**src/design/dhkm_pkg.sv**
```systemverilog
`timescale 1ns / 1ps
// ----------------------------------------------------------------------------
// dhkm_pkg: shared definitions for the Diffie-Hellman modexp core
// Field widths, register indexes and reset values, sequencer states.
// ----------------------------------------------------------------------------
package dhkm_pkg;

	// Payload and register field widths
	localparam int FIELD_W      = 32;
	localparam int KEY_BITS_DEF = 32;

	// Configuration register indexes
	localparam int CFG_IDX_W = 1;
	typedef logic [CFG_IDX_W-1:0] cfg_idx_t;
	localparam cfg_idx_t REG_MODULUS   = 1'd0;
	localparam cfg_idx_t REG_GENERATOR = 1'd1;

	// Register reset values
	localparam logic [FIELD_W-1:0] MODULUS_RESET   = 32'd23;
	localparam logic [FIELD_W-1:0] GENERATOR_RESET = 32'd5;

	// Sequencer states
	typedef enum logic [2:0] {
		ST_IDLE,
		ST_REDUCE,
		ST_SQUARE,
		ST_MULT,
		ST_WRITE
	} dhkm_state_t;

endpackage

```
**src/design/diffie_hellman_key_modexp_core.sv**
```systemverilog
`timescale 1ns / 1ps
// ----------------------------------------------------------------------------
// diffie_hellman_key_modexp_core: key = base ^ private_key mod modulus
// Square-and-multiply over one shared shift-add modular multiplier.
// ----------------------------------------------------------------------------
// Usage:
//   Input beat (in_valid / in_stall): mode, private_key, peer_key. Mode 0 uses
//   the generator register as base (public key), mode 1 uses peer_key (shared
//   key). in_stall is high while a beat is being worked on.
//   Output beat (out_valid / out_stall): key_value and bad_setup, which flags a
//   generator below 2 or not below the modulus.
//   Config: cfg_we writes cfg_data into the register at cfg_index (0 modulus,
//   1 generator); write only while the core is idle.
// Sequence:
//   One modular multiply takes one multiplier bit per cycle in the shared
//   multiplier. The base is reduced first, then each exponent bit takes a
//   square plus a multiply when the bit is set, then the result is loaded
//   into the output register. A modulus below 2 skips straight to the output.
//   The core goes back to idle before the next beat is taken, so a new beat
//   is accepted only after the last result has entered the output register.
// Reset: registers return to modulus 23, generator 5; no beat pending.
// Stall: the result waits in the output register; while it is still held
//   the next beat is accepted and computed, and its result waits in the core.
module diffie_hellman_key_modexp_core
	import dhkm_pkg::*;
#(
	parameter int KEY_BITS = KEY_BITS_DEF
) (
	input  logic               clk,
	input  logic               arst_n,
	// config write port
	input  logic               cfg_we,
	input  cfg_idx_t           cfg_index,
	input  logic [FIELD_W-1:0] cfg_data,
	// input channel
	input  logic               in_valid,
	output logic               in_stall,
	input  logic               mode,
	input  logic [FIELD_W-1:0] private_key,
	input  logic [FIELD_W-1:0] peer_key,
	// output channel
	output logic               out_valid,
	input  logic               out_stall,
	output logic [FIELD_W-1:0] key_value,
	output logic               bad_setup
);

	localparam int W  = KEY_BITS;
	localparam int CW = $clog2(KEY_BITS);
	localparam logic [CW-1:0] LAST_STEP = CW'(KEY_BITS - 1);

	// Configuration registers
	logic [FIELD_W-1:0] modulus_q, generator_q;

	// Sequencer and datapath state
	dhkm_state_t state_q, state_d;
	logic [W-1:0]  m_q;      // working modulus
	logic [W-1:0]  e_q;      // exponent, shifted left per bit
	logic [W-1:0]  base_q;   // reduced base
	logic [W-1:0]  mx_q;     // multiplicand
	logic [W-1:0]  my_q;     // multiplier, scanned from its top bit
	logic [W-1:0]  pa_q;     // partial product
	logic [W-1:0]  res_q;    // finished key
	logic          bad_q;
	logic [CW-1:0] cnt_q;    // multiplier step
	logic [CW-1:0] ebit_q;   // exponent bits done

	// Output register
	logic               out_valid_q;
	logic [FIELD_W-1:0] key_q;
	logic               bad_out_q;

	// Input beat view, masked to the key width
	logic [W-1:0] m_in, g_in, e_in, base_in;
	logic         in_accept, out_free, step_last, ebit_last, busy;

	// Shared modular multiply step: pa = (2*pa + bit*mx) mod m
	logic [W+1:0] v, d1, d2;
	logic [W-1:0] pa_next;

	assign m_in    = W'(modulus_q);
	assign g_in    = W'(generator_q);
	assign e_in    = W'(private_key);
	assign base_in = mode ? W'(peer_key) : g_in;

	assign in_stall  = (state_q != ST_IDLE);
	assign in_accept = in_valid && !in_stall;
	assign out_free  = !out_valid_q || !out_stall;
	assign step_last = (cnt_q == LAST_STEP);
	assign ebit_last = (ebit_q == LAST_STEP);
	assign busy      = (state_q == ST_REDUCE) || (state_q == ST_SQUARE) ||
	                   (state_q == ST_MULT);

	always_comb begin
		v  = {1'b0, pa_q, 1'b0} + (my_q[W-1] ? {2'b00, mx_q} : '0);
		d1 = v - {2'b00, m_q};
		d2 = v - {1'b0, m_q, 1'b0};
		if (!d2[W+1]) begin
			pa_next = d2[W-1:0];
		end else if (!d1[W+1]) begin
			pa_next = d1[W-1:0];
		end else begin
			pa_next = v[W-1:0];
		end
	end

	// Config register writes
	always_ff @(posedge clk or negedge arst_n) begin
		if (!arst_n) begin
			modulus_q   <= MODULUS_RESET;
			generator_q <= GENERATOR_RESET;
		end else if (cfg_we) begin
			unique case (cfg_index)
				REG_MODULUS:   modulus_q   <= cfg_data;
				REG_GENERATOR: generator_q <= cfg_data;
				default: ;
			endcase
		end
	end

	// State register
	always_ff @(posedge clk or negedge arst_n) begin
		if (!arst_n) begin
			state_q <= ST_IDLE;
		end else begin
			state_q <= state_d;
		end
	end

	// Next state
	always_comb begin
		state_d = state_q;
		unique case (state_q)
			ST_IDLE: begin
				if (in_accept) begin
					state_d = (m_in < W'(2)) ? ST_WRITE : ST_REDUCE;
				end
			end
			ST_REDUCE: begin
				if (step_last) begin
					state_d = ST_SQUARE;
				end
			end
			ST_SQUARE: begin
				if (step_last) begin
					if (e_q[W-1]) begin
						state_d = ST_MULT;
					end else if (ebit_last) begin
						state_d = ST_WRITE;
					end
				end
			end
			ST_MULT: begin
				if (step_last) begin
					state_d = ebit_last ? ST_WRITE : ST_SQUARE;
				end
			end
			ST_WRITE: begin
				if (out_free) begin
					state_d = ST_IDLE;
				end
			end
			default: state_d = ST_IDLE;
		endcase
	end

	// Step counter
	always_ff @(posedge clk or negedge arst_n) begin
		if (!arst_n) begin
			cnt_q  <= '0;
			ebit_q <= '0;
		end else if (in_accept) begin
			cnt_q  <= '0;
			ebit_q <= '0;
		end else if (busy) begin
			cnt_q <= step_last ? '0 : cnt_q + 1'b1;
			if (step_last && (state_q == ST_MULT ||
			                  (state_q == ST_SQUARE && !e_q[W-1]))) begin
				ebit_q <= ebit_q + 1'b1;
			end
		end
	end

	// Datapath: operand load, multiply steps, result hand-off
	always_ff @(posedge clk) begin
		if (in_accept) begin
			m_q   <= m_in;
			e_q   <= e_in;
			bad_q <= (g_in < W'(2)) || (g_in >= m_in);
			mx_q  <= W'(1);
			my_q  <= base_in;
			pa_q  <= '0;
			res_q <= '0;
		end else if (busy) begin
			if (!step_last) begin
				pa_q <= pa_next;
				my_q <= my_q << 1;
			end else begin
				pa_q <= '0;
				case (state_q)
					ST_REDUCE: begin
						// accumulator starts at 1; first square is 1 * 1
						base_q <= pa_next;
						mx_q   <= W'(1);
						my_q   <= W'(1);
					end
					ST_SQUARE: begin
						mx_q <= pa_next;
						if (e_q[W-1]) begin
							my_q <= base_q;
						end else begin
							my_q  <= pa_next;
							e_q   <= e_q << 1;
							res_q <= pa_next;
						end
					end
					default: begin
						mx_q  <= pa_next;
						my_q  <= pa_next;
						e_q   <= e_q << 1;
						res_q <= pa_next;
					end
				endcase
			end
		end
	end

	// Output register
	always_ff @(posedge clk or negedge arst_n) begin
		if (!arst_n) begin
			out_valid_q <= 1'b0;
		end else if (state_q == ST_WRITE && out_free) begin
			out_valid_q <= 1'b1;
		end else if (!out_stall) begin
			out_valid_q <= 1'b0;
		end
	end

	always_ff @(posedge clk) begin
		if (state_q == ST_WRITE && out_free) begin
			key_q     <= FIELD_W'(res_q);
			bad_out_q <= bad_q;
		end
	end

	assign out_valid = out_valid_q;
	assign key_value = key_q;
	assign bad_setup = bad_out_q;

endmodule
```
**config.mk**
```make
export PLATFORM = sky130hd
export DESIGN_NAME = diffie_hellman_key_modexp_core
export DESIGN_NICKNAME = d
export VERILOG_FILES = /design/src/design/dhkm_pkg.sv /design/src/design/diffie_hellman_key_modexp_core.sv
export SDC_FILE = /design/constraint.sdc
export NUM_CORES = 1
export LEC_CHECK = 0
export BUFFER_PORTS_ARGS = -buffer_cell sky130_fd_sc_hd__buf_2
export CAP_MARGIN = 25
export CORE_AREA = 2 2 201 203
export CTS_BUF_LIST = sky130_fd_sc_hd__clkbuf_2 sky130_fd_sc_hd__clkbuf_4 sky130_fd_sc_hd__clkbuf_8
export CTS_CLUSTER_DIAMETER = 50
export DETAILED_ROUTE_END_ITERATION = 8
export DIE_AREA = 0 0 203 205
export PLACE_DENSITY_LB_ADDON = 0.12
export REMOVE_ABC_BUFFERS = 1
export SLEW_MARGIN = 20
export SYNTH_ARGS = -nofsm -noshare
export SYNTH_HDL_FRONTEND = slang
export SYNTH_SLANG_ARGS = --single-unit
```
**constraint.sdc**
```tcl
create_clock -name clk -period 6.8 [get_ports clk]
set_input_delay 0.68 -clock clk [delete_from_list [all_inputs] [get_ports clk]]
set_output_delay 0.68 -clock clk [all_outputs]
set_load 0.05 [all_outputs]
```
==> impl_summary.md, run 1 <==
Outcome
The flow ran to the end, and the final reports show no timing, DRC or antenna violations.

Worst setup path
The startpoint-to-endpoint class of the critical path is reg -> reg. In this run the critical register-to-register path is launched from my_q[31]. Together, buffers and inverters on the worst path number 1.

Traced cell by cell, the critical path runs through and2_1 > ha_1 > a2111oi_0 > o31ai_1 > nand4_1 > nand3_1 > a21boi_1 > o21bai_1 > a21oi_1 > xnor2_1 > ha_1 > a21o_1 > a21oi_1 > o21bai_1 > a21o_1 > a21oi_1 > o21ai_0 > a21oi_4 > xor2_4 > buf_12 > nand2_4 > o221ai_1. The cell with the largest stage delay on the worst path is sky130_fd_sc_hd__o221ai_1. The signal arrival time at the worst endpoint is 6880 ps. The most numerous cell on the critical path is sky130_fd_sc_hd__a21oi_1. For this run, the slowest stage of the critical path takes between 600 and 700 ps.

The top fanout value on the critical path is 32. The element type at the critical path start is a register. The endpoint type of the worst setup path is a register. The critical path required time is 7190 ps. The most critical setup path has its startpoint at my_q[31]. Grouping stages by cell kind, the critical path spends the most delay in compound AO/OA/AOI/OAI gates.

Global route
The initial antenna violation count is 0. The total track usage is around 27%. The via count of the first global-routing pass is roughly 15000. For this run the aggregate overflow at the end of global routing stands at 0.

The first global-routing pass estimated a little under 90000 microns of wire. The largest net degree at the start of global routing is 70.

Floorplan
The total area inside the core boundary comes to ~39000 sq um. In this run the vertical extent of the chip is just over 200 microns. During I/O placement, the number of pins put on the boundary was roughly 140. The full die area is 41600 sq um. Once the floorplan was initialized, standard cells occupied about 50% of the core.

The horizontal die dimension is between 200 and 250 microns. The floorplan has 73 rows.

STA
Based on the critical path, the design can be clocked at up to roughly 150 MHz. The number of pins with negative max-slew slack in the final report is 0. The setup skew after layout is between 40 and 50 ps. Hold is met by ~250 ps. The smallest clock period supported by the final layout is computed as approximately 6500 ps.

At the pin with the least slew margin, the transition time is between 900 and 1000 ps. The share of the clock period used by the worst path after layout is a little over nine tenths. The count of endpoints failing hold in the final timing report is 0. In this run the tightest slew margin relative to its limit is around a third. The final setup violation count is 0. Setup repair after global routing left no endpoint under its margin.

CTS
TritonCTS built the clock tree. The root buffer selected by CTS is sky130_fd_sc_hd__clkbuf_8. The depth of the CTS H-tree is 2. At the later pin of the worst-skew pair, clock insertion delay measures 670 ps.

Counting the buffers created by CTS gives between 50 and 60. The maximum root-to-sink buffer count is 3. After clock tree synthesis, the setup repair step added 0 buffers. After clock tree synthesis, the clock-pin slew on the worst setup and hold paths is approximately 60 ps. Counting every sink on the clock net gives 336.

Logic synthesis
By area, the combinational part of the netlist is dominated by compound AO/OA/AOI/OAI gates. The xor and xnor fraction of the mapped netlist area is roughly 3.9%. Of the total synthesized cell area, the portion taken by AND, OR, NAND and NOR gates is between 10% and 20%. The synthesized netlist devotes slightly below 9% of its cell area to adder and majority cells.

The mapped netlist covers roughly 19000 sq um. Counting flops with an async set or reset pin after synthesis yields a share of between 20 and 25%. The largest total area in the synthesized netlist belongs to sky130_fd_sc_hd__edfxtp_1. The number of synthesized flops with an enable pin is between 150 and 200.

The synthesized netlist devotes about a fifth of its cell area to compound gates. The area share of the largest cell type after synthesis is about 25%. Synthesis produced 1892 cells. The synthesized design contains 336 register bits. Measured against the total synthesized area, the mux share comes to between 6 and 7%.

The primary flip-flop cell chosen by synthesis mapping is sky130_fd_sc_hd__edfxtp_1. After synthesis, the cell types taking the most area are sky130_fd_sc_hd__edfxtp_1 (25%), sky130_fd_sc_hd__dfxtp_1 (9.9%), sky130_fd_sc_hd__dfrtp_1 (9.3%). Each instance of the synthesized netlist takes up on average 10.3 sq um. The sequential share of the synthesized area is between 40 and 50%.

The number of different library cells used by synthesis comes to 83. The Yosys step of the flow raised 0 warnings.

Cells and area
At the end of the flow, the number of nets in the layout was 2276. The layout overhead on the synthesized area is 14.1%. The final instance area is ~22000 sq um.

The fraction of final layout cells sized beyond drive strength 1 is ~18%. The commonest non-fill, non-tap cell in the layout is sky130_fd_sc_hd__edfxtp_1. The end-of-flow core utilization is between 50% and 60%.

The top cell types in the final layout, fill and taps aside, are sky130_fd_sc_hd__edfxtp_1 (162), sky130_fd_sc_hd__nand2_1 (153), sky130_fd_sc_hd__o21ai_0 (145), sky130_fd_sc_hd__buf_2 (136), sky130_fd_sc_hd__ha_1 (130). The number of antenna repair diodes is 0.

Flow run
Max-cap violations in this run came to 0.

Power and ir drop
In this run the power density over the cells is 405 nW/um^2. The peak ir drop on the vdd network is between 200 and 250 uV. The standby leakage power is slightly below 10 nW.

Placement
The placed instances occupy a cell area of between 20000 and 25000 sq um. The wire-length estimate of the detail-placed layout is 41900 microns. The weighted congestion at the end of routability-driven global placement is 0.984. The total of buffers placed on input and output ports is roughly 140.

Drt
The number of nets with antenna violations after detailed routing is 0. The routed layout has between 15000 and 20000 vias. In the routed design, unresolved DRC markers number 0. The detailed-routing iteration count for the pre-antenna-repair pass is 5.

The total routed wirelength is around 56000 microns. The post-detailed-route via-to-cell ratio is between 5 and 6. The DRC marker count from the first detailed-route iteration is about 1100. The wire length per cell is 21.5 microns.

Worst hold path
The path type of the worst min-delay path is in -> reg. In this run the most critical hold path is launched from cfg_data[1].
## cell usage after synthesis (6+ instances only)
cell / instances
sky130_fd_sc_hd__inv_1: 99
sky130_fd_sc_hd__o21a_1: 12
sky130_fd_sc_hd__mux2i_1: 70
sky130_fd_sc_hd__nand2_1: 153
sky130_fd_sc_hd__ha_1: 131
sky130_fd_sc_hd__and3_1: 7
sky130_fd_sc_hd__a21o_1: 48
sky130_fd_sc_hd__nor3_1: 21
sky130_fd_sc_hd__a22o_1: 91
sky130_fd_sc_hd__o21bai_1: 9
sky130_fd_sc_hd__o31ai_1: 11
sky130_fd_sc_hd__mux2i_2: 11
sky130_fd_sc_hd__nor2_1: 56
sky130_fd_sc_hd__nand2b_1: 14
sky130_fd_sc_hd__a21oi_1: 129
sky130_fd_sc_hd__nand3b_1: 34
sky130_fd_sc_hd__xor2_1: 30
sky130_fd_sc_hd__o21ai_1: 7
sky130_fd_sc_hd__a32oi_1: 15
sky130_fd_sc_hd__edfxtp_1: 162
sky130_fd_sc_hd__clkbuf_1: 77
sky130_fd_sc_hd__dfstp_2: 6
sky130_fd_sc_hd__nand3_1: 30
sky130_fd_sc_hd__o211ai_1: 18
sky130_fd_sc_hd__a211oi_1: 9
sky130_fd_sc_hd__dfxtp_1: 96
sky130_fd_sc_hd__buf_2: 10
sky130_fd_sc_hd__and2_1: 37
sky130_fd_sc_hd__o21ai_0: 145
sky130_fd_sc_hd__mux2_2: 38
sky130_fd_sc_hd__a31oi_1: 12
sky130_fd_sc_hd__xnor2_1: 53
sky130_fd_sc_hd__nor2b_1: 11
sky130_fd_sc_hd__o221ai_1: 30
sky130_fd_sc_hd__nor4_1: 19
sky130_fd_sc_hd__nand4_1: 27
sky130_fd_sc_hd__dfrtp_1: 72
## flip-flops by register name (all words and copies together), names as in the netlist
register   flops
base_q        32
e_q           32
g_in          32
key_value     32
m_in          32
m_q           32
mx_q          32
my_q          32
pa_q          32
res_q         32
cnt_q          5
ebit_q         5
state_q        3
bad_q          1
bad_setup      1
out_valid      1
## final timing paths
kind	slack, ps	cells past startpoint	to
max in group asynchronous	5670	3	g_in[25]
min in group asynchronous	500	2	cnt_q[2]
hold / removal	250	3	m_in[1]
setup reg to reg	310	22	my_q[31]
setup / recovery	310	22	my_q[31]
hold reg to reg	420	0	key_value[4]
## cell families (layout without fill, tap and decap cells)
kind of cell | count (synthesis) | after routing
multiplexers | 119 | 119
buffers and inverters | 196 | 392
AO/OA/AOI/OAI | 593 | 593
XOR/XNOR | 84 | 84
adder cells (fa/ha/maj) | 134 | 134
flip-flops | 336 | 336
AND/OR/NAND/NOR | 430 | 430
## tightest hold or removal path: stages
cell and delay [ps]:
sky130_fd_sc_hd__buf_2 110, sky130_fd_sc_hd__nand2_1 40, sky130_fd_sc_hd__o21ai_0 60
## metal layers
| metal | GRT usage (%) | up-vias | routed length (microns) | share of wire (%) |
|---|---|---|---|---|
| li1 | - | 7444 | - | - |
| met1 | 35.2 | 7545 | 24400 | 43 |
| met5 | 0 | - | 0 | 0 |
| met3 | 3.37 | 118 | 2320 | 4.1 |
| met4 | 12.4 | 0 | 2500 | 4.4 |
| met2 | 45.5 | 415 | 27000 | 48 |
## report_power, final
| part | internal (mW) | switching (mW) |
|---|---|---|
| clock network | 1.09 | 0.865 |
| logic | 1.58 | 2.63 |
| registers | 2.62 | 0.188 |
## what timing repair did
action                     4_1_cts  5_1_grt
setup endpoints to repair        0       11
hold endpoints to repair        20        0
gates resized for setup          0        5
hold buffers                     1        0
## through the flow
step	std cells	TNS (ps)	worst slack, ps	power (mW)
2_1_floorplan	1795	-205	-97.4	5.56
3_3_place_gp	2500	0	518	6.95
3_5_place_dp	2503	0	377	7.00
4_1_cts	2612	0	297	8.99
5_1_grt	2613	0	17.3	9.53
6_report	2613	0	313	8.98
## area by class of cell
cell class	instances	area, sq um
Fill cell	3520	17200
Multi-Input combinational cell	1360	10000
Sequential cell	336	8750
Timing Repair Buffer	185	1130
Clock buffer	86	1070
Tap cell	525	657
Inverter	99	372
Clock inverter	22	180
No activity file was read; power rests on OpenSTA's default activity.
==> inputs of run 2 (changes only) <==
--- a/config.mk
+++ b/config.mk
@@ -7,11 +7,11 @@
 export LEC_CHECK = 0
 export BUFFER_PORTS_ARGS = -buffer_cell sky130_fd_sc_hd__buf_2
 export CAP_MARGIN = 25
-export CORE_AREA = 2 2 201 203
+export CORE_AREA = 2 2 199 201
 export CTS_BUF_LIST = sky130_fd_sc_hd__clkbuf_2 sky130_fd_sc_hd__clkbuf_4 sky130_fd_sc_hd__clkbuf_8
 export CTS_CLUSTER_DIAMETER = 50
 export DETAILED_ROUTE_END_ITERATION = 8
-export DIE_AREA = 0 0 203 205
+export DIE_AREA = 0 0 201 203
 export PLACE_DENSITY_LB_ADDON = 0.12
 export REMOVE_ABC_BUFFERS = 1
 export SLEW_MARGIN = 20
==> run 2 against run 1 <==
Net effect: critical path depth unchanged; register-to-register slack better by 20 ps; clock power grew 4%.
==> impl_summary.md, run 2 (same netlist as run 1, synthesis figures left out) <==
Global route
The initial antenna violation count is 0. Across every metal layer, demand over resource in global routing totals approximately 28%. The via count of the first global-routing pass was about 15000. The first global-routing pass estimated about 89000 microns of wire.

Entering global routing, the biggest net connects 72 pins. Global routing finished with a remaining overflow of 0.

Drt
Once detail routing completed, the nets flagged for antenna violations numbered 0. The post-detailed-route via-to-cell ratio is 6.02. The detailed-routing iteration count for the pre-antenna-repair pass is 5. After detailed routing, the number of remaining DRC violations is 0.

After the first detailed-routing iteration, the DRC count stood at roughly 1100. The detailed router placed approximately 16000 vias in this run. The routed design has 57400 microns of wire. The wire length per cell is approximately 22 microns.

CTS
The H-tree generated during clock tree synthesis spans 2 levels. The tree is rooted in a sky130_fd_sc_hd__clkbuf_8. The clock net in this run drives a total of 336 sinks. TritonCTS created 58 clock buffers. The clock tree from TritonCTS is built. Clock latency on the worst-skew pair, taken at its later pin, is around 700 ps.

Counting along the longest clock path gives a buffer depth of 3. After clock tree synthesis, the clock-pin slew on the worst setup and hold paths is roughly 70 ps.

STA
The worst hold margin is about 240 ps. The share of the clock period used by the worst path after layout is around 95%. Clock skew on the completed layout was measured at about 37 ps. The count of endpoints failing hold in the final timing report was 0. Setup violations remaining at the end of the flow were counted as 0. Across all setup checks in the final design, the least slack found is between 300 and 400 ps. Based on the critical path, the design can be clocked at up to 155 MHz. The minimum clock period after layout is approximately 6500 ps.

The worst slew margin relative to its limit is about a quarter. Setup repair after global routing left no endpoint under its margin. The actual transition at the worst max-transition pin is around 1100 ps. The number of pins with negative max-slew slack in the final report was 0.

Worst setup path
Data on the critical path is required at its endpoint by about 7400 ps. The top fanout value on the critical path is 25. STA classifies the critical path endpoint as a register. The signal arrival time at the worst endpoint is between 7000 and 8000 ps.

The worst reg-to-reg setup slack is about 330 ps. The critical path in this run is classified as reg -> reg. The worst register-to-register path begins at my_q[31]. The critical register-to-register path endpoint is mx_q[23]. The worst reg2reg path depth is 22. The element type at the critical path start is a register.

Power and ir drop
The clock power share is roughly 22%. The share of total power in combinational logic is 46.7%. The peak ir drop on the vdd network is 241 uV. The switching share of power is 41.4%.

In this run, flip-flops and latches consume around 31% of the power. Internal power comes to 5.34 mW. The net switching power of the design is 3.77 mW.

Dividing total power by cell area gives a power density of 410 nW/um^2. The overall power consumption is around 9 mW. Summed over all cells, the static leakage comes to about 9.7 nW.

Worst hold path
Along the worst hold path, the cell count comes to 3. The startpoint identified for the worst hold timing path is cfg_data[14]. The capture endpoint of the worst hold path is m_in[14]. The path type of the worst min-delay path is in -> reg.

Floorplan
From bottom edge to top edge, the die measures about 200 microns. The horizontal die dimension is around 200 microns. The floorplan step defined a die boundary enclosing a little over 40000 sq um.

In this run the count of I/O pins placed on the die edge is between 100 and 150. The initial utilization of the core area, before any placement, comes to between 50% and 60%. The floorplan row count is 72.

The placeable core area is about 38000 sq um.

Cells and area
Leaving out fill and tap cells, the most frequent cell in the layout is sky130_fd_sc_hd__edfxtp_1. The layout net count is around 2300. The final standard cell count with taps included and fillers excluded is 2603. The number of antenna repair diodes is 0. After routing the design area is around 22000 sq um. The top cell types in the final layout, fill and taps aside, are sky130_fd_sc_hd__edfxtp_1 (162), sky130_fd_sc_hd__nand2_1 (153), sky130_fd_sc_hd__o21ai_0 (145), sky130_fd_sc_hd__buf_2 (136), sky130_fd_sc_hd__ha_1 (131). The fraction of final layout cells sized beyond drive strength 1 is 17.8%.

The layout overhead on the synthesized area is 14.3%.

Outcome
The run finished with clean final reports.

Placement
The wire-length estimate of the detail-placed layout is between 40000 and 50000 microns. The post-detailed-placement cell area is 20900 sq um. The congestion estimate from routability-driven global placement came to 0.940.

The count of buffers added on input and output ports is 137. The post-placement setup slack is between 100 and 150 ps. Counting tap cells, the placed design contains a total of approximately 2500 instances.

Flow run
The max-cap check violation count is 0.
run 2: cell types whose count changed in the layout (fill, tap and decap cells not counted), moves of 2 or more:
| cell | before | now |
|---|---|---|
| sky130_fd_sc_hd__buf_12 | 1 | 4 |
| sky130_fd_sc_hd__clkbuf_8 | 68 | 66 |
| sky130_fd_sc_hd__clkinv_2 | 9 | 11 |
| sky130_fd_sc_hd__buf_4 | 43 | 36 |
| sky130_fd_sc_hd__a21oi_2 | 2 | 0 |
| sky130_fd_sc_hd__clkinv_4 | 0 | 3 |
| sky130_fd_sc_hd__inv_6 | 2 | 0 |
| sky130_fd_sc_hd__clkbuf_4 | 18 | 15 |
| sky130_fd_sc_hd__xnor2_2 | 0 | 2 |
| sky130_fd_sc_hd__a21oi_1 | 125 | 127 |
| sky130_fd_sc_hd__bufinv_16 | 2 | 4 |
run 2: worst max-delay path by stage:
stage | startpoint | to | slack (ps) | cells past startpoint
floorplan | my_q[31] | my_q[25] | -100 | 20
global placement | my_q[31] | my_q[28] | 240 | 19
detailed placement | my_q[31] | my_q[28] | 120 | 19
CTS | my_q[31] | my_q[31] | 40 | 22
global route | my_q[31] | mx_q[23] | 8 | 21
finish | my_q[31] | mx_q[23] | 330 | 22
run 2: timing repair:
item,in CTS,in global routing
setup buffers,0,1
hold endpoints to repair,20,0
endpoints found under the setup margin,0,139
gates resized for setup,0,8
hold buffers,1,0
run 2: critical path: stages (launching register included):
cell and delay [ps]:
sky130_fd_sc_hd__edfxtp_1 570, sky130_fd_sc_hd__and2_1 250, sky130_fd_sc_hd__ha_1 220, sky130_fd_sc_hd__fa_1 410
sky130_fd_sc_hd__a21oi_1 300, sky130_fd_sc_hd__o211ai_1 210, sky130_fd_sc_hd__o2111ai_1 240, sky130_fd_sc_hd__nand3_1 170
sky130_fd_sc_hd__a21o_1 210, sky130_fd_sc_hd__a21oi_1 170, sky130_fd_sc_hd__xnor2_1 270, sky130_fd_sc_hd__ha_1 390
sky130_fd_sc_hd__a21oi_1 240, sky130_fd_sc_hd__o22ai_1 130, sky130_fd_sc_hd__o31ai_1 360, sky130_fd_sc_hd__a21oi_1 110
sky130_fd_sc_hd__a211oi_1 420, sky130_fd_sc_hd__nand3_1 240, sky130_fd_sc_hd__a2bb2oi_4 240, sky130_fd_sc_hd__buf_12 240
sky130_fd_sc_hd__mux2i_1 380, sky130_fd_sc_hd__mux2i_1 280, sky130_fd_sc_hd__a22o_1 270
run 2: layout make-up:
type / instances / area (sq um)
clock buffers: 81 / 1020
inverters: 99 / 372
multi-input cells: 1360 / 10000
fillers: 3407 / 16200
clock inverters: 28 / 274
well taps: 518 / 648
repair buffers: 181 / 1130
flip-flops and latches: 336 / 8750
run 2: per-stage QoR:
| stage | TNS [ps] | utilization, % |
|---|---|---|
| 4_1_cts | 0 | 57.7 |
| 5_1_grt | 0 | 57.8 |
| 6_report | 0 | 57.8 |
| 3_5_place_dp | 0 | 54.3 |
| 2_1_floorplan | -205 | - |
| 3_3_place_gp | 0 | 54.1 |
run 2: per-layer routing:
layer	up-vias	wire length (microns)	global-route usage (%)
met5	-	0	0
met4	0	2100	11.6
met3	97	2320	3.11
met2	414	27800	47.6
met1	7727	25200	36.8
li1	7433	-	-
run 2: power groups by stage:
stage               logic [mW]  clock network [mW]  registers [mW]
finish                    4.25                2.04            2.82
global route              4.61                2.16            2.86
CTS                       4.17                2.07            2.83
detailed placement        4.14                   0            2.86
global placement          4.09                   0            2.85
floorplan                 2.77                   0            2.79
==> inputs of run 3 (changes only) <==
--- a/config.mk
+++ b/config.mk
@@ -7,11 +7,13 @@
 export LEC_CHECK = 0
 export BUFFER_PORTS_ARGS = -buffer_cell sky130_fd_sc_hd__buf_2
 export CAP_MARGIN = 25
-export CORE_AREA = 2 2 199 201
+export CELL_PAD_IN_SITES_DETAIL_PLACEMENT = 2
+export CELL_PAD_IN_SITES_GLOBAL_PLACEMENT = 2
+export CORE_AREA = 2 2 221 223
 export CTS_BUF_LIST = sky130_fd_sc_hd__clkbuf_2 sky130_fd_sc_hd__clkbuf_4 sky130_fd_sc_hd__clkbuf_8
 export CTS_CLUSTER_DIAMETER = 50
 export DETAILED_ROUTE_END_ITERATION = 8
-export DIE_AREA = 0 0 201 203
+export DIE_AREA = 0 0 223 225
 export PLACE_DENSITY_LB_ADDON = 0.12
 export REMOVE_ABC_BUFFERS = 1
 export SLEW_MARGIN = 20
==> run 3 against run 2 <==
Net effect: via count increased by 5.8%; maximum frequency increased by 2.1%; total power increased by 3.3%; first-iteration DRC count increased by 13%; flip-flop and latch count unchanged; routed wire length increased by 28%; hold slack got worse by 65 ps; sequential share of layout area decreased by 0.40 points; count of clock-buffer cells in the layout increased by 13; critical endpoint is now res_q[20].
==> impl_summary.md, run 3 (same netlist as run 1, synthesis figures left out) <==
Worst setup path
The worst reg-to-reg setup slack is roughly 460 ps. The top cell family by delay on the critical path is compound AO/OA/AOI/OAI gates. The signal arrival time at the worst endpoint is ~7000 ps. The element type at the critical path start is a register.

The critical path required time is approximately 7400 ps. The startpoint-to-endpoint class of the critical path is reg -> reg. The worst reg2reg path depth is 24. For this design, the slowest cell found on the critical path is sky130_fd_sc_hd__fa_1. The endpoint type of the worst setup path is a register.

Along the worst path, the maximum fanout reaches 10. The launch point of the worst reg-to-reg path is my_q[31]. Traced cell by cell, the critical path runs through buf_4 > and2_1 > ha_1 > fa_1 > a21oi_2 > o211ai_1 > o2111ai_1 > nand3_1 > a21o_1 > a21oi_1 > xnor2_1 > ha_1 > a21oi_1 > o22ai_1 > o31ai_1 > a21oi_1 > a211oi_1 > nand2_1 > o2bb2ai_1 > buf_4 > mux2i_1 > mux2i_1 > buf_4 > a22o_1.

Together, buffers and inverters on the worst path number 3. The critical register-to-register path endpoint is res_q[20]. On the worst path, the slowest cell contributes a delay of between 400 and 500 ps.

Outcome
The run finished with clean final reports.

Floorplan
The horizontal die dimension is ~220 microns. The full die area is roughly 50000 sq um. The effective utilization at floorplan is slightly above 40%. The floorplan step defined a core boundary enclosing around 48000 sq um. The floorplan row count is 80. In this run the vertical extent of the chip is roughly 230 microns. The number of top-level design ports is roughly 140.

Cells and area
The top cell types in the final layout, fill and taps aside, are sky130_fd_sc_hd__edfxtp_1 (162), sky130_fd_sc_hd__nand2_1 (153), sky130_fd_sc_hd__o21ai_0 (145), sky130_fd_sc_hd__buf_2 (136), sky130_fd_sc_hd__ha_1 (131). The number of antenna diodes in the final layout is 0. The layout overhead on the synthesized area is 15.4%.

The end-of-flow core utilization is 47.2%. The library cell used most frequently in the layout, excluding fill and tap cells, is sky130_fd_sc_hd__edfxtp_1. The fraction of final layout cells sized beyond drive strength 1 is a little under a fifth.

After the last flow step, the layout net total stands at approximately 2300.

STA
The count of endpoints failing hold in the final timing report came to 0. Setup violations remaining at the end of the flow were counted as 0. For the final routed database, the setup TNS stands at 0 ps. The number of pins with negative max-slew slack in the final report was 0. The minimum clock period after layout is 6340 ps. The share of the clock period used by the worst path after layout is 93.2%. Setup repair after global routing left no endpoint under its margin.

Derived from the worst setup path, the maximum achievable clock frequency is 158 MHz. Headroom to the max-slew limit came out at around 36%. The actual transition at the worst max-transition pin is ~950 ps. The setup skew after layout is around 74 ps.

Drt
The detailed-route DRC error count is 0. The final layout contains routed wiring with a total length of between 70000 and 80000 microns. The detailed router finished its first iteration with 1236 violations.

The total number of vias is about 17000. The count of nets left with antenna violations once routing finished came out at 0. The first detailed-routing pass ran for 5 iterations. The wire length per cell is 27.0 microns. Using the TritonRoute via totals, the vias-per-cell ratio works out to between 6 and 7.

CTS
After clock tree synthesis, the clock-pin slew on the worst setup and hold paths is roughly 70 ps. In this run, CTS created clock tree buffers numbering 60. The number of clock sinks seen by CTS is roughly 340. The clock tree synthesis step divided the H-tree into 2 levels. The clock tree from TritonCTS is built. The maximum root-to-sink buffer count is 3. The root buffer selected by CTS is sky130_fd_sc_hd__clkbuf_8. The clock reaches the later pin of the worst-skew pair after around 730 ps.

Power and ir drop
The total power density per cell area is about 420 nW/um^2. The share of total power in combinational logic is between 40% and 50%. The standby leakage power is around 9.8 nW. Per report_power, the sequential group accounts for between 30% and 40% of the total. The net switching power of the design is about 4 mW. Net switching is between 40% and 50% of the power. Internal power comes to approximately 5.4 mW. The worst-case IR drop observed on VDD is 190 uV. The clock power share is a little under a quarter.

Placement
The weighted congestion at the end of routability-driven global placement is roughly 0.91. The total of buffers placed on input and output ports is between 100 and 150. Detailed placement ended at an HPWL of about 53000 microns.

Global route
The via count of the first global-routing pass is roughly 18000. The largest net degree at the start of global routing is 70. The first global-routing pass estimated between 100000 and 150000 microns of wire.

Across every metal layer, demand over resource in global routing totals between 20 and 30%. The total grt overflow is 0. The initial antenna violation count is 1.

Worst hold path
The cell depth of the worst min-delay path is 3. The capture endpoint of the worst hold path is m_in[22]. The tightest min-delay check is of the in -> reg type.

The origin of the worst min-delay path is cfg_data[22].

Flow run
Across the run, the number of max-cap violations was 0.
[run 3: area by class of cell]
cell class	count	area [sq um]
inverters	99	372
well taps	615	769
repair buffers	193	1160
multi-input cells	1360	10100
clock buffers	94	1150
fillers	4933	25100
clock inverters	20	206
flip-flops and latches	336	8750
[run 3: layer usage]
metal	track usage [%]	routed length, microns	share of wire [%]
met5	0	0	0
met4	8.72	1910	2.6
met3	3.85	3920	5.3
met2	48.8	34500	47
met1	40.0	33100	45
[run 3: worst max-delay path by stage]
stage               startpoint        end  slack [ps]  cells after the start
floorplan             my_q[31]   my_q[25]        -100                     20
global placement      my_q[31]   mx_q[19]         300                     21
detailed placement    my_q[31]   res_q[3]          80                     23
CTS                   my_q[31]   pa_q[19]          10                     21
global route          my_q[31]  res_q[20]          90                     23
finish                my_q[31]  res_q[20]         460                     24
[run 3: repair_timing]
action / in CTS / in global routing
endpoints found under the hold margin: 10 / 0
endpoints found under the setup margin: 0 / 160
hold buffers: 1 / 0
setup buffers: 0 / 7
resized for setup: 0 / 11
[run 3: worst register-to-register path, delay by kind of cell, from the launching register on]
family / cells / cell delay [ps]
simple gates: 3 / 540
mux: 2 / 500
buf+inv: 3 / 690
xor+xnor: 1 / 250
fa+ha+maj: 3 / 1040
flops: 1 / 360
compound gates: 12 / 2820
[run 3: power groups by stage]
stage               logic, mW  registers [mW]  clock network, mW
global placement         4.05            2.88                  0
floorplan                2.77            2.79                  0
finish                   4.40            2.85               2.15
CTS                      4.26            2.86               2.20
detailed placement       4.21            2.90                  0
global route             4.76            2.89               2.27
[run 3: through the flow]
stage | power (mW) | area (sq um) | hold WS (ps) | std cells | setup WS (ps)
2_1_floorplan | 5.56 | 19000 | 384 | 1795 | -97.4
3_3_place_gp | 6.93 | 21000 | 421 | 2593 | 299
3_5_place_dp | 7.10 | 21000 | 419 | 2594 | 80.7
4_1_cts | 9.31 | 22300 | 122 | 2709 | 11.4
5_1_grt | 9.92 | 22500 | 177 | 2717 | 87.4
6_report | 9.40 | 22500 | 176 | 2717 | 464
